**config.mk**
```make
export PLATFORM = sky130hd
export DESIGN_NAME = int_to_base_n_ascii_unit
export DESIGN_NICKNAME = d
export VERILOG_FILES = /design/src/rtl/ibna_pkg.sv /design/src/rtl/int_to_base_n_ascii_unit.sv /design/src/rtl/ibna_ucode_rom.sv /design/src/rtl/ibna_seq.sv /design/src/rtl/ibna_dp.sv
export VERILOG_INCLUDE_DIRS = /design/src /design/src/rtl
export SDC_FILE = /design/constraint.sdc
export NUM_CORES = 1
export LEC_CHECK = 0
export ABC_CLOCK_PERIOD_IN_PS = 18600
export BUFFER_PORTS_ARGS = -buffer_cell sky130_fd_sc_hd__buf_4
export CAP_MARGIN = 5
export CORE_UTILIZATION = 45
export DETAILED_ROUTE_END_ITERATION = 8
export PLACE_DENSITY_LB_ADDON = 0.1
export SLEW_MARGIN = 20
export SYNTH_ARGS = -nofsm -noshare
export SYNTH_HDL_FRONTEND = slang
export SYNTH_SLANG_ARGS = --single-unit
```
**constraint.sdc**
```tcl
create_clock -name clk -period 18.6 [get_ports clk]
set_input_delay 3.72 -clock clk [delete_from_list [all_inputs] [get_ports clk]]
set_output_delay 3.72 -clock clk [all_outputs]
set_load 0.01 [all_outputs]
```
**src/rtl/int_to_base_n_ascii_unit_defines.svh**
```systemverilog
// Assertion macros for the integer to base-N text converter.
`ifndef INT_TO_BASE_N_ASCII_UNIT_DEFINES_SVH
`define INT_TO_BASE_N_ASCII_UNIT_DEFINES_SVH

// Same-cycle implication, checked on every rising clk edge outside reset.
`define IBNA_ASSERT_NOW(lbl, ante, cons, msg) \
  lbl: assert property (@(posedge clk) disable iff (!rst_n) (ante) |-> (cons)) \
    else $error(msg);

// Next-cycle implication.
`define IBNA_ASSERT_NEXT(lbl, ante, cons, msg) \
  lbl: assert property (@(posedge clk) disable iff (!rst_n) (ante) |=> (cons)) \
    else $error(msg);

`endif

```
**src/rtl/ibna_pkg.sv**
```systemverilog
// Shared constants, microcode types and helpers for the base-N text converter.
`timescale 1ns / 1ps

package ibna_pkg;

  localparam int VALUE_WIDTH_DEF = 32;
  localparam int DIV_BITS        = 8;   // quotient bits resolved per division cycle
  localparam int RADIX_W         = 5;
  localparam int CHAR_W          = 8;
  localparam int DIGIT_W         = 4;

  localparam logic [RADIX_W-1:0] RADIX_RESET = 5'd10;
  localparam logic [RADIX_W-1:0] RADIX_MIN   = 5'd2;
  localparam logic [RADIX_W-1:0] RADIX_MAX   = 5'd16;

  localparam logic [CHAR_W-1:0] CHAR_NONE  = 8'h00;
  localparam logic [CHAR_W-1:0] CHAR_MINUS = 8'h2D;
  localparam logic [CHAR_W-1:0] CHAR_ZERO  = 8'h30;
  localparam logic [CHAR_W-1:0] CHAR_ALPHA = 8'h37;  // 'A' - 10

  // Microprogram addresses
  localparam int PC_W = 3;
  localparam logic [PC_W-1:0] ST_IDLE  = 3'd0;
  localparam logic [PC_W-1:0] ST_DIV   = 3'd1;
  localparam logic [PC_W-1:0] ST_STORE = 3'd2;
  localparam logic [PC_W-1:0] ST_RDSET = 3'd3;
  localparam logic [PC_W-1:0] ST_SIGN  = 3'd4;
  localparam logic [PC_W-1:0] ST_EMIT  = 3'd5;
  localparam logic [PC_W-1:0] ST_ERR   = 3'd6;
  localparam logic [PC_W-1:0] ST_SPARE = 3'd7;

  // Hold conditions: the step repeats while the condition is true
  localparam logic [1:0] H_NONE = 2'd0;
  localparam logic [1:0] H_IN   = 2'd1;
  localparam logic [1:0] H_OUT  = 2'd2;
  localparam logic [1:0] H_SIGN = 2'd3;

  // Branch conditions: true selects tgt_t, false selects tgt_f
  localparam logic [2:0] C_ALWAYS     = 3'd0;
  localparam logic [2:0] C_BAD_RADIX  = 3'd1;
  localparam logic [2:0] C_CHUNK_MORE = 3'd2;
  localparam logic [2:0] C_DIGIT_MORE = 3'd3;
  localparam logic [2:0] C_LAST       = 3'd4;

  typedef struct packed {
    logic            accept;
    logic            div;
    logic            store;
    logic            rdset;
    logic            emit_sign;
    logic            emit_digit;
    logic            emit_err;
    logic [1:0]      hold;
    logic [2:0]      cond;
    logic [PC_W-1:0] tgt_t;
    logic [PC_W-1:0] tgt_f;
  } ctrl_t;

  typedef struct packed {
    logic bad_radix;
    logic chunk_more;
    logic digit_more;
    logic last;
    logic neg;
    logic slot_free;
  } status_t;

  function automatic logic [CHAR_W-1:0] digit_char(input logic [DIGIT_W-1:0] d);
    logic [CHAR_W-1:0] ext;
    ext = {{(CHAR_W-DIGIT_W){1'b0}}, d};
    return (d < 4'd10) ? (CHAR_ZERO + ext) : (CHAR_ALPHA + ext);
  endfunction

endpackage

```
**src/rtl/int_to_base_n_ascii_unit.sv**
```systemverilog
// Top level: signed integer to ASCII text in a configurable base, microcoded.
// One item at a time. With C = ceil(VALUE_WIDTH/8) (4 at 32 bits), each digit
// costs C divider passes; output stalls hold the sequencer.
// A bad radix gives a single error word in place of the text.
// Sync active-low reset: radix 10, sequencer idle, output empty; buffer not cleared.
`timescale 1ns / 1ps
`include "int_to_base_n_ascii_unit_defines.svh"

module int_to_base_n_ascii_unit #(
  parameter int VALUE_WIDTH = ibna_pkg::VALUE_WIDTH_DEF
) (
  input  logic                         clk,
  input  logic                         rst_n,
  input  logic                         cfg_valid,
  output logic                         cfg_ready,
  input  logic [ibna_pkg::RADIX_W-1:0] cfg_data,
  input  logic                         in_valid,
  output logic                         in_ready,
  input  logic [VALUE_WIDTH-1:0]       in_value,
  output logic                         out_valid,
  input  logic                         out_ready,
  output logic [ibna_pkg::CHAR_W-1:0]  out_character,
  output logic                         out_is_last,
  output logic                         out_base_error
);
  import ibna_pkg::*;

  logic [PC_W-1:0] pc;
  logic            go;
  ctrl_t           ctrl;
  status_t         status;

  ibna_ucode_rom u_rom (
    .pc   (pc),
    .ctrl (ctrl)
  );

  ibna_seq u_seq (
    .clk      (clk),
    .rst_n    (rst_n),
    .ctrl     (ctrl),
    .status   (status),
    .in_valid (in_valid),
    .pc       (pc),
    .go       (go)
  );

  ibna_dp #(
    .VALUE_WIDTH (VALUE_WIDTH)
  ) u_dp (
    .clk            (clk),
    .rst_n          (rst_n),
    .ctrl           (ctrl),
    .go             (go),
    .status         (status),
    .cfg_valid      (cfg_valid),
    .cfg_data       (cfg_data),
    .in_value       (in_value),
    .out_valid      (out_valid),
    .out_ready      (out_ready),
    .out_character  (out_character),
    .out_is_last    (out_is_last),
    .out_base_error (out_base_error)
  );

  assign in_ready  = ctrl.accept;
  assign cfg_ready = 1'b1;

  `IBNA_ASSERT_NOW(a_err_word_alone, out_valid && out_base_error, out_is_last && (out_character == CHAR_NONE), "error word must be last and carry no character")
  `IBNA_ASSERT_NEXT(a_leave_idle, in_valid && in_ready, !in_ready, "sequencer stayed idle after accepting a word")
  `IBNA_ASSERT_NOW(a_idle_only_tail, in_ready && out_valid, out_is_last, "idle while a non-final character is pending")

endmodule

```
**src/rtl/ibna_ucode_rom.sv**
```systemverilog
// Microprogram store: one control word per sequencer step.
`timescale 1ns / 1ps

module ibna_ucode_rom (
  input  logic [ibna_pkg::PC_W-1:0] pc,
  output ibna_pkg::ctrl_t           ctrl
);
  import ibna_pkg::*;

  always_comb begin
    ctrl       = '0;
    ctrl.hold  = H_NONE;
    ctrl.cond  = C_ALWAYS;
    ctrl.tgt_t = ST_IDLE;
    ctrl.tgt_f = ST_IDLE;
    unique case (pc)
      ST_IDLE: begin
        ctrl.accept = 1'b1;
        ctrl.hold   = H_IN;
        ctrl.cond   = C_BAD_RADIX;
        ctrl.tgt_t  = ST_ERR;
        ctrl.tgt_f  = ST_DIV;
      end
      ST_DIV: begin
        ctrl.div   = 1'b1;
        ctrl.cond  = C_CHUNK_MORE;
        ctrl.tgt_t = ST_DIV;
        ctrl.tgt_f = ST_STORE;
      end
      ST_STORE: begin
        ctrl.store = 1'b1;
        ctrl.cond  = C_DIGIT_MORE;
        ctrl.tgt_t = ST_DIV;
        ctrl.tgt_f = ST_RDSET;
      end
      ST_RDSET: begin
        ctrl.rdset = 1'b1;
        ctrl.tgt_t = ST_SIGN;
      end
      ST_SIGN: begin
        ctrl.emit_sign = 1'b1;
        ctrl.hold      = H_SIGN;
        ctrl.tgt_t     = ST_EMIT;
      end
      ST_EMIT: begin
        ctrl.emit_digit = 1'b1;
        ctrl.hold       = H_OUT;
        ctrl.cond       = C_LAST;
        ctrl.tgt_t      = ST_IDLE;
        ctrl.tgt_f      = ST_EMIT;
      end
      ST_ERR: begin
        ctrl.emit_err = 1'b1;
        ctrl.hold     = H_OUT;
        ctrl.tgt_t    = ST_IDLE;
      end
      ST_SPARE: begin
        ctrl.tgt_t = ST_IDLE;
      end
      default: begin
        ctrl.tgt_t = ST_IDLE;
      end
    endcase
  end

endmodule

```
**src/rtl/ibna_seq.sv**
```systemverilog
// Step counter with hold and conditional branch evaluation.
`timescale 1ns / 1ps

module ibna_seq (
  input  logic                      clk,
  input  logic                      rst_n,
  input  ibna_pkg::ctrl_t           ctrl,
  input  ibna_pkg::status_t         status,
  input  logic                      in_valid,
  output logic [ibna_pkg::PC_W-1:0] pc,
  output logic                      go
);
  import ibna_pkg::*;

  logic [PC_W-1:0] pc_r;
  logic [PC_W-1:0] pc_nxt;
  logic            hold;
  logic            cond_true;

  always_comb begin
    unique case (ctrl.hold)
      H_NONE:  hold = 1'b0;
      H_IN:    hold = !in_valid;
      H_OUT:   hold = !status.slot_free;
      H_SIGN:  hold = status.neg && !status.slot_free;
      default: hold = 1'b0;
    endcase
  end

  always_comb begin
    unique case (ctrl.cond)
      C_ALWAYS:     cond_true = 1'b1;
      C_BAD_RADIX:  cond_true = status.bad_radix;
      C_CHUNK_MORE: cond_true = status.chunk_more;
      C_DIGIT_MORE: cond_true = status.digit_more;
      C_LAST:       cond_true = status.last;
      default:      cond_true = 1'b1;
    endcase
  end

  assign go     = !hold;
  assign pc_nxt = hold ? pc_r : (cond_true ? ctrl.tgt_t : ctrl.tgt_f);
  assign pc     = pc_r;

  always_ff @(posedge clk) begin
    if (!rst_n) begin
      pc_r <= ST_IDLE;
    end else begin
      pc_r <= pc_nxt;
    end
  end

endmodule

```
**src/rtl/ibna_dp.sv**
```systemverilog
// Datapath: radix register, chunked divider, digit buffer and output register.
`timescale 1ns / 1ps

module ibna_dp #(
  parameter int VALUE_WIDTH = ibna_pkg::VALUE_WIDTH_DEF
) (
  input  logic                         clk,
  input  logic                         rst_n,
  input  ibna_pkg::ctrl_t              ctrl,
  input  logic                         go,
  output ibna_pkg::status_t            status,
  input  logic                         cfg_valid,
  input  logic [ibna_pkg::RADIX_W-1:0] cfg_data,
  input  logic [VALUE_WIDTH-1:0]       in_value,
  output logic                         out_valid,
  input  logic                         out_ready,
  output logic [ibna_pkg::CHAR_W-1:0]  out_character,
  output logic                         out_is_last,
  output logic                         out_base_error
);
  import ibna_pkg::*;

  localparam int DIV_CHUNKS = (VALUE_WIDTH + DIV_BITS - 1) / DIV_BITS;
  localparam int PAD_W      = DIV_CHUNKS * DIV_BITS;
  localparam int CHUNK_W    = (DIV_CHUNKS > 1) ? $clog2(DIV_CHUNKS) : 1;
  localparam int IDX_W      = $clog2(VALUE_WIDTH);
  localparam int CNT_W      = $clog2(VALUE_WIDTH + 1);

  logic [RADIX_W-1:0] radix_r;
  logic [PAD_W-1:0]   mag_r;
  logic [RADIX_W-1:0] rem_r;
  logic [CHUNK_W-1:0] chunk_r;
  logic [CNT_W-1:0]   cnt_r;
  logic               neg_r;
  logic [IDX_W-1:0]   emit_idx_r;
  logic [IDX_W-1:0]   emit_idx_nxt;
  logic [DIGIT_W-1:0] rd_r;
  logic [DIGIT_W-1:0] digit_mem [VALUE_WIDTH];

  logic               out_valid_r;
  logic [CHAR_W-1:0]  out_char_r;
  logic               out_last_r;
  logic               out_err_r;

  logic [PAD_W-1:0]       div_quot;
  logic [RADIX_W-1:0]     div_rem;
  logic [VALUE_WIDTH-1:0] mag_in;
  logic [CNT_W-1:0]       cnt_inc;
  logic [CNT_W-1:0]       cnt_dec;
  logic                   slot_free;
  logic                   acc_fire;
  logic                   div_fire;
  logic                   store_fire;
  logic                   rdset_fire;
  logic                   sign_fire;
  logic                   digit_fire;
  logic                   err_fire;

  assign acc_fire   = go && ctrl.accept;
  assign div_fire   = go && ctrl.div;
  assign store_fire = go && ctrl.store;
  assign rdset_fire = go && ctrl.rdset;
  assign sign_fire  = go && ctrl.emit_sign && neg_r;
  assign digit_fire = go && ctrl.emit_digit;
  assign err_fire   = go && ctrl.emit_err;

  assign slot_free = !out_valid_r || out_ready;
  assign cnt_inc   = cnt_r + 1'b1;
  assign cnt_dec   = cnt_r - 1'b1;
  assign mag_in    = in_value[VALUE_WIDTH-1] ? (~in_value + 1'b1) : in_value;

  // DIV_BITS steps of restoring division; dividend shifts out, quotient shifts in
  always_comb begin : div_chunk
    logic [RADIX_W-1:0] r;
    logic [PAD_W-1:0]   q;
    r = rem_r;
    q = mag_r;
    for (int j = 0; j < DIV_BITS; j++) begin
      r = {r[RADIX_W-2:0], q[PAD_W-1]};
      q = {q[PAD_W-2:0], 1'b0};
      if (r >= radix_r) begin
        r    = r - radix_r;
        q[0] = 1'b1;
      end
    end
    div_rem  = r;
    div_quot = q;
  end

  assign status.bad_radix  = (radix_r < RADIX_MIN) || (radix_r > RADIX_MAX);
  assign status.chunk_more = chunk_r != CHUNK_W'(DIV_CHUNKS - 1);
  assign status.digit_more = (mag_r != '0) && (cnt_inc < CNT_W'(VALUE_WIDTH));
  assign status.last       = emit_idx_r == '0;
  assign status.neg        = neg_r;
  assign status.slot_free  = slot_free;

  always_comb begin
    emit_idx_nxt = emit_idx_r;
    if (rdset_fire) begin
      emit_idx_nxt = cnt_dec[IDX_W-1:0];
    end else if (digit_fire) begin
      emit_idx_nxt = emit_idx_r - 1'b1;
    end
  end

  always_ff @(posedge clk) begin
    if (!rst_n) begin
      radix_r <= RADIX_RESET;
    end else if (cfg_valid) begin
      radix_r <= cfg_data;
    end
  end

  always_ff @(posedge clk) begin
    if (!rst_n) begin
      mag_r      <= '0;
      rem_r      <= '0;
      chunk_r    <= '0;
      cnt_r      <= '0;
      neg_r      <= 1'b0;
      emit_idx_r <= '0;
    end else begin
      emit_idx_r <= emit_idx_nxt;
      if (acc_fire) begin
        mag_r   <= PAD_W'(mag_in);
        rem_r   <= '0;
        chunk_r <= '0;
        cnt_r   <= '0;
        neg_r   <= in_value[VALUE_WIDTH-1];
      end else if (div_fire) begin
        mag_r   <= div_quot;
        rem_r   <= div_rem;
        chunk_r <= status.chunk_more ? CHUNK_W'(chunk_r + 1'b1) : '0;
      end else if (store_fire) begin
        rem_r <= '0;
        cnt_r <= cnt_inc;
      end
    end
  end

  always_ff @(posedge clk) begin
    if (store_fire) begin
      digit_mem[cnt_r[IDX_W-1:0]] <= rem_r[DIGIT_W-1:0];
    end
  end

  always_ff @(posedge clk) begin
    rd_r <= digit_mem[emit_idx_nxt];
  end

  always_ff @(posedge clk) begin
    if (!rst_n) begin
      out_valid_r <= 1'b0;
    end else if (err_fire || sign_fire || digit_fire) begin
      out_valid_r <= 1'b1;
    end else if (out_ready) begin
      out_valid_r <= 1'b0;
    end
  end

  always_ff @(posedge clk) begin
    priority if (err_fire) begin
      out_char_r <= CHAR_NONE;
      out_last_r <= 1'b1;
      out_err_r  <= 1'b1;
    end else if (sign_fire) begin
      out_char_r <= CHAR_MINUS;
      out_last_r <= 1'b0;
      out_err_r  <= 1'b0;
    end else if (digit_fire) begin
      out_char_r <= digit_char(rd_r);
      out_last_r <= status.last;
      out_err_r  <= 1'b0;
    end
  end

  assign out_valid      = out_valid_r;
  assign out_character  = out_char_r;
  assign out_is_last    = out_last_r;
  assign out_base_error = out_err_r;

endmodule

```
==> results.json, run 1 <==
{
  "ys_seq_area_share_pct": 47.7,
  "ctsResizeCount": 0,
  "cp_top_family": "compound AO/OA/AOI/OAI gates",
  "vias": 7916,
  "layout-drive-gt1-share_pct": 12.0,
  "cts-root-buf": "clkbuf_16",
  "wl_mm": 26.2,
  "syn-cell-area_um2": 11100,
  "grt_most_used_layer": "met2",
  "finalSetupViolations": 0,
  "place_area_um2": 11800,
  "cp_slowest_stage_delay_ps": 700,
  "status": "finished, final reports clean",
  "cts_tree": "done",
  "dieHeight_um": 159,
  "routed_via_density": 5.63,
  "end_kind": "register",
  "avgSynthCellArea_um2": 10.7,
  "path_clk_slew_ps": 80,
  "rows": 57,
  "start_kind": "register",
  "ios": 55,
  "arrival_ps": 13030,
  "r2r_start": "u_dp.radix_r[1]$_SDFFE_PN1P_",
  "die_w_um": 159,
  "hold_buffers": 0,
  "dp_hpwl_mm": 18.3,
  "ant_nets": 0,
  "grt_pass1_wl_mm": 42.1,
  "detail_route.wl_per_cell_um": 18.6,
  "grt_overflow_total": 0,
  "gp_congestion": 0.805,
  "crit_slowest_cell": "dfxtp_1",
  "yosys.area.top_type": "edfxtp_1",
  "synth.area.top_cells": "edfxtp_1, dfxtp_1, ha_1, mux2i_1, a211oi_1",
  "ys_ff_latch": 200,
  "path_class": "register to register",
  "grt.total_usage_pct": 21.3,
  "cts_max_level": 4,
  "critPathRequiredTime_ps": 18950,
  "async_reset_ff_share_pct": 0,
  "cp-endpoint": "u_dp.rem_r[3]$_SDFFE_PP0P_",
  "first_pass_iters": 5,
  "start_util_pct": 45.7,
  "synth_edf_count": 128,
  "grt_pass1_vias": 7922,
  "use_met1_pct": 27.3,
  "dp_cells": 1375,
  "critPathBufInv": 1,
  "fin_setup_tns_ps": 0,
  "drtIter0Drc": 407,
  "cts_buffers": 17,
  "finClkSkew_ps": 14.7,
  "finalInstanceArea_um2": 12400,
  "fin_crit_ps": 12680,
  "core_um2": 24200,
  "worstReg2RegEnd": "u_dp.rem_r[3]$_SDFFE_PP0P_",
  "synth.distinct_cells": 67,
  "clock_latency_ps": 430,
  "reg2regPathDepth": 46,
  "clockBufferDepth": 2,
  "finalMaxSlewViolations": 0,
  "use_met2_pct": 36.6,
  "area_growth_pct": 11.6,
  "met3_usage_pct": 2.69,
  "cpMostUsedCell": "a21o_1",
  "finalHoldViolations": 0,
  "finalNonFillerCells": 1407,
  "worst_pin_slew_ps": 872,
  "fmax_mhz": 78.9,
  "cap_violations": 0,
  "hp-class": "register to register",
  "yosysWarningCount": 0,
  "rsz0062_at_grt": "no",
  "diodes": 0,
  "cts_setup_buffers": 0,
  "die_area_um2": 25200,
  "syn_inst": 1038,
  "fin_crit_sh_pct": 68.2,
  "nets": 1170,
  "path_depth": 46,
  "synth_top_area_share_pct": 34.7,
  "synth_commonest_cells": "edfxtp_1, dfxtp_1, nand2_1",
  "drcViolationCount": 0,
  "synth.most_common_cell": "edfxtp_1",
  "min_from": "u_dp.chunk_r[1]$_SDFFE_PP0P_",
  "synth-main-ff-cell": "edfxtp_1",
  "io_buffers": 52,
  "antenna_found_initial": 0,
  "relSlewSlack_pct": 41.8,
  "crit_start": "u_dp.radix_r[1]$_SDFFE_PN1P_",
  "r2r_setup_slack_ps": 5920,
  "worst-path-max-fanout": 10,
  "synth_nets": 1138,
  "cts.sinks": 200,
  "grt_max_degree": 62
}
state kept, by name (all words and copies together) (netlist names):
| register | cells |
|---|---|
| u_dp.radix_r | 5 |
| u_dp.emit_idx_r | 5 |
| u_dp.mag_r | 32 |
| u_dp.out_is_last | 1 |
| u_seq.pc | 3 |
| u_dp.out_valid | 1 |
| u_dp.out_character | 7 |
| u_dp.rem_r | 4 |
| u_dp.chunk_r | 2 |
| u_dp.out_base_error | 1 |
| u_dp.cnt_r | 6 |
| u_dp.neg_r | 1 |
| u_dp.rd_r | 4 |
| u_dp.digit_mem | 128 |
area by class of cell:
class                      instances  area, um2
clock buffer                      17        425
clock inverter                    15        159
fill                            2294      11900
inverter                          39        146
multi-input combinational        747       5450
sequential                       200       5290
tap                              324        405
timing repair buffer              65        488
tightest hold or removal path, cell delays in order (launching register included):
cell and delay (ps):
dfxtp_1 320, nand2_1 60, a21oi_1 60
stage by stage:
| step | hold slack, ps | util (%) | setup slack, ps |
|---|---|---|---|
| CTS | 492 | 51.0 | 5970 |
| global route | 510 | 51.0 | 4820 |
| floorplan | 440 | - | 7400 |
| global placement | 452 | 48.6 | 6310 |
| detailed placement | 478 | 48.6 | 5980 |
| finish | 481 | 51.0 | 5920 |
logic make-up after synthesis:
| group | after synthesis | synth area share, % |
|---|---|---|
| AOI/OAI and AO/OA | 268 | 17.5 |
| xor gates and xnor gates | 57 | 4.51 |
| adders and majority gates | 58 | 7.09 |
| buffers and inverters | 91 | 3.28 |
| DFF | 200 | 47.7 |
| muxes | 66 | 6.16 |
| other | 2 | 0.0678 |
| and+or+nand+nor | 296 | 13.7 |
per-layer routing:
metal | share of wire [%] | vias up
met4 | 2.7 | 0
met5 | 0 | -
met2 | 50 | 125
met3 | 2.5 | 32
li1 | - | 3919
met1 | 45 | 3840
placed cells by master, fill, tap and decap left out, types with 4 or more instances in the layout:
master and instances:
a221oi_1 6, a22o_1 7, nand3_1 7, a21o_1 38, o211ai_1 10, a211o_1 8
fa_1 8, edfxtp_1 128, nor3_1 27, ha_1 50, a21oi_1 38, and2_1 20
a21boi_0 5, xnor2_1 24, o31ai_1 12, nand2b_1 16, o22ai_1 5, o21ai_0 35
a22oi_1 13, a2111oi_0 4, buf_4 65, inv_1 38, clkbuf_16 17, mux2i_1 49
nor4_1 11, dfxtp_1 72, or3_1 4, a211oi_1 51, nand3b_1 4, nand4_1 6
a31oi_1 5, nand2_1 72, o41ai_1 5, inv_8 5, o221ai_1 6, nor2_1 63
mux2_2 17, xor2_1 33, nor2b_1 45
how the worst min path moves through the flow:
stage	to	slack, ps	depth (start not counted)
final	u_dp.chunk_r[1]$_SDFFE_PP0P_	480	2
after CTS	u_dp.chunk_r[1]$_SDFFE_PP0P_	490	2
after detailed placement	u_dp.out_base_error$_SDFFE_PP1P_	480	1
after global routing	u_dp.chunk_r[1]$_SDFFE_PP0P_	510	2
after floorplan	u_dp.chunk_r[1]$_SDFFE_PP0P_	440	2
after global placement	u_dp.chunk_r[1]$_SDFFE_PP0P_	450	2
Power of run 1 is not shown: default switching activity piles up to over one toggle a cycle in this logic, so the estimate is an artifact.
==> inputs of run 2 (changes only) <==
ABC_AREA = 1   (was not set)
ABC_CLOCK_PERIOD_IN_PS = 12580   (was 18600)
clock period = 12.58 ns   (was 18.6 ns; I/O delays follow)
==> run 2 against run 1 <==
- clock skew up 6.8 ps
- die area grew 5.8%
- cell count increased by 34%
- sequential share of layout area fell by 2.4 points
- worst setup slack worse by 4800 ps
- first-iteration DRC count up 86%
==> results.json, run 2 <==
{
  "synth_top_area_share_pct": 32.8,
  "avgSynthCellArea_um2": 7.82,
  "end_kind": "register",
  "rows": 58,
  "layout-drive-gt1-share_pct": 8.82,
  "finClkSkew_ps": 21.5,
  "cpMostUsedCell": "nand2_1",
  "ios": 55,
  "nets": 1641,
  "path_clk_slew_ps": 80,
  "cp_top_family": "compound AO/OA/AOI/OAI gates",
  "synth-main-ff-cell": "edfxtp_1",
  "synth.distinct_cells": 48,
  "cts_max_level": 4,
  "fin_setup_tns_ps": 0,
  "gp_congestion": 0.921,
  "yosysWarningCount": 0,
  "min_from": "u_dp.out_base_error$_SDFFE_PP1P_",
  "crit_start": "u_dp.radix_r[2]$_SDFFE_PN0P_",
  "die_area_um2": 26700,
  "hp-class": "register to register",
  "io_buffers": 52,
  "wl_mm": 30.2,
  "arrival_ps": 11780,
  "first_pass_iters": 6,
  "routed_via_density": 5.17,
  "core_um2": 25400,
  "antenna_found_initial": 0,
  "ys_seq_area_share_pct": 45.1,
  "cts_buffers": 17,
  "fin_crit_ps": 11470,
  "yosys.area.top_type": "edfxtp_1",
  "grt_pass1_vias": 9434,
  "synth_commonest_cells": "nand2_1, inv_1, nand3_1",
  "clock_latency_ps": 450,
  "crit_slowest_cell": "dfxtp_1",
  "final_common_cell": "nand2_1",
  "cts.sinks": 200,
  "area_growth_pct": 11.7,
  "path_class": "register to register",
  "finalHoldViolations": 0,
  "fin_crit_sh_pct": 91.1,
  "final_cell_mix": "nand2_1, inv_1, nand3_1",
  "ys_ff_latch": 200,
  "cts-root-buf": "clkbuf_16",
  "synth.most_common_cell": "nand2_1",
  "met3_usage_pct": 3.33,
  "critPathRequiredTime_ps": 12890,
  "dp_hpwl_mm": 20.9,
  "hold_buffers": 0,
  "relSlewSlack_pct": 32.2,
  "grt_overflow_total": 0,
  "synth.area.top_cells": "edfxtp_1, dfxtp_1, nand2_1, inv_1, nand3_1",
  "synth_nets": 1599,
  "finalSetupViolations": 0,
  "r2r_start": "u_dp.radix_r[2]$_SDFFE_PN0P_",
  "grt_max_degree": 62,
  "use_met2_pct": 41.0,
  "syn_inst": 1499,
  "largest_reg_flops": 128,
  "diodes": 0,
  "vias": 9733,
  "drcViolationCount": 0,
  "cts_tree": "done",
  "status": "finished, final reports clean",
  "grt_pass1_wl_mm": 48.6,
  "async_reset_ff_share_pct": 0,
  "syn-cell-area_um2": 11700,
  "critPathBufInv": 7,
  "die_w_um": 163,
  "grt.total_usage_pct": 23.5,
  "start_util_pct": 46.2,
  "grt_most_used_layer": "met2",
  "clockBufferDepth": 2,
  "cp_slowest_stage_delay_ps": 380,
  "drtIter0Drc": 755,
  "finalMaxSlewViolations": 0,
  "worst-path-max-fanout": 9,
  "synth_edf_count": 128,
  "detail_route.wl_per_cell_um": 16.0,
  "ant_nets": 0,
  "cap_violations": 0,
  "dieHeight_um": 163,
  "fmax_mhz": 87.2,
  "worst_pin_slew_ps": 1010,
  "start_kind": "register",
  "use_met1_pct": 30.1
}
## run 2: changes by cell type in the layout (fill, tap and decap cells not counted), moves of 17 or more
cell,change
nand2_1,+272
nor2b_1,-45
inv_1,+222
a211oi_1,-50
o21ai_0,+17
mux2i_1,-49
a31oi_1,+18
a21o_1,-33
mux2_2,-17
nor2_1,+47
nand3_1,+188
## run 2: final timing paths
kind	cells past startpoint	slack [ps]	to
setup / recovery	69	1110	u_dp.rem_r[1]$_SDFFE_PP0P_
hold / removal	2	450	u_dp.out_base_error$_SDFFE_PP1P_
setup reg to reg	69	1110	u_dp.rem_r[1]$_SDFFE_PP0P_
hold reg to reg	2	450	u_dp.out_base_error$_SDFFE_PP1P_
## run 2: tightest hold or removal path: stages, from the launching register on
cell     delay (ps)
dfxtp_1         320
nand2_1          60
nand2_1          40
## run 2: cell families (layout without fill, tap and decap cells)
family	after synthesis	in the layout	synth area share, %
AND/OR/NAND/NOR	734	734	27.6
other	2	2	0.0640
AO/OA/AOI/OAI	159	159	7.79
adder cells (fa/ha/maj)	58	58	6.70
XOR/XNOR	31	31	2.31
flip-flops	200	200	45.1
buffers and inverters	315	370	10.5
## run 2: routing by layer
metal,vias to the layer above,part of all wire [%]
met5,-,0
met3,32,3.5
met2,210,50
li1,4981,-
met1,4510,45
met4,0,1.8
## run 2: final cells by class
cell class / instances / area, um2
clock buffer: 18 / 429
sequential: 200 / 5290
fill: 2509 / 12300
inverter: 267 / 1010
multi-input combinational: 984 / 5250
clock inverter: 14 / 185
tap: 330 / 413
timing repair buffer: 71 / 533
## run 2: timing repair
| action | 4_1_cts | 5_1_grt |
|---|---|---|
| endpoints found under the setup margin | 0 | 5 |
| gates resized for setup | 0 | 12 |
| setup buffers | 0 | 7 |
## run 2: stage by stage
stage	setup slack (ps)	hold slack (ps)	area (um2)	std cells	utilization, %
final	1110	454	13100	1884	51.6
after global routing	-52.7	494	13100	1884	51.6
after CTS	202	459	13000	1877	51.2
after detailed placement	236	442	12400	1845	48.8
after global placement	825	434	12400	1845	48.8
after floorplan	1460	445	11700	1499	-
Power of run 2 is left out for the same reason.
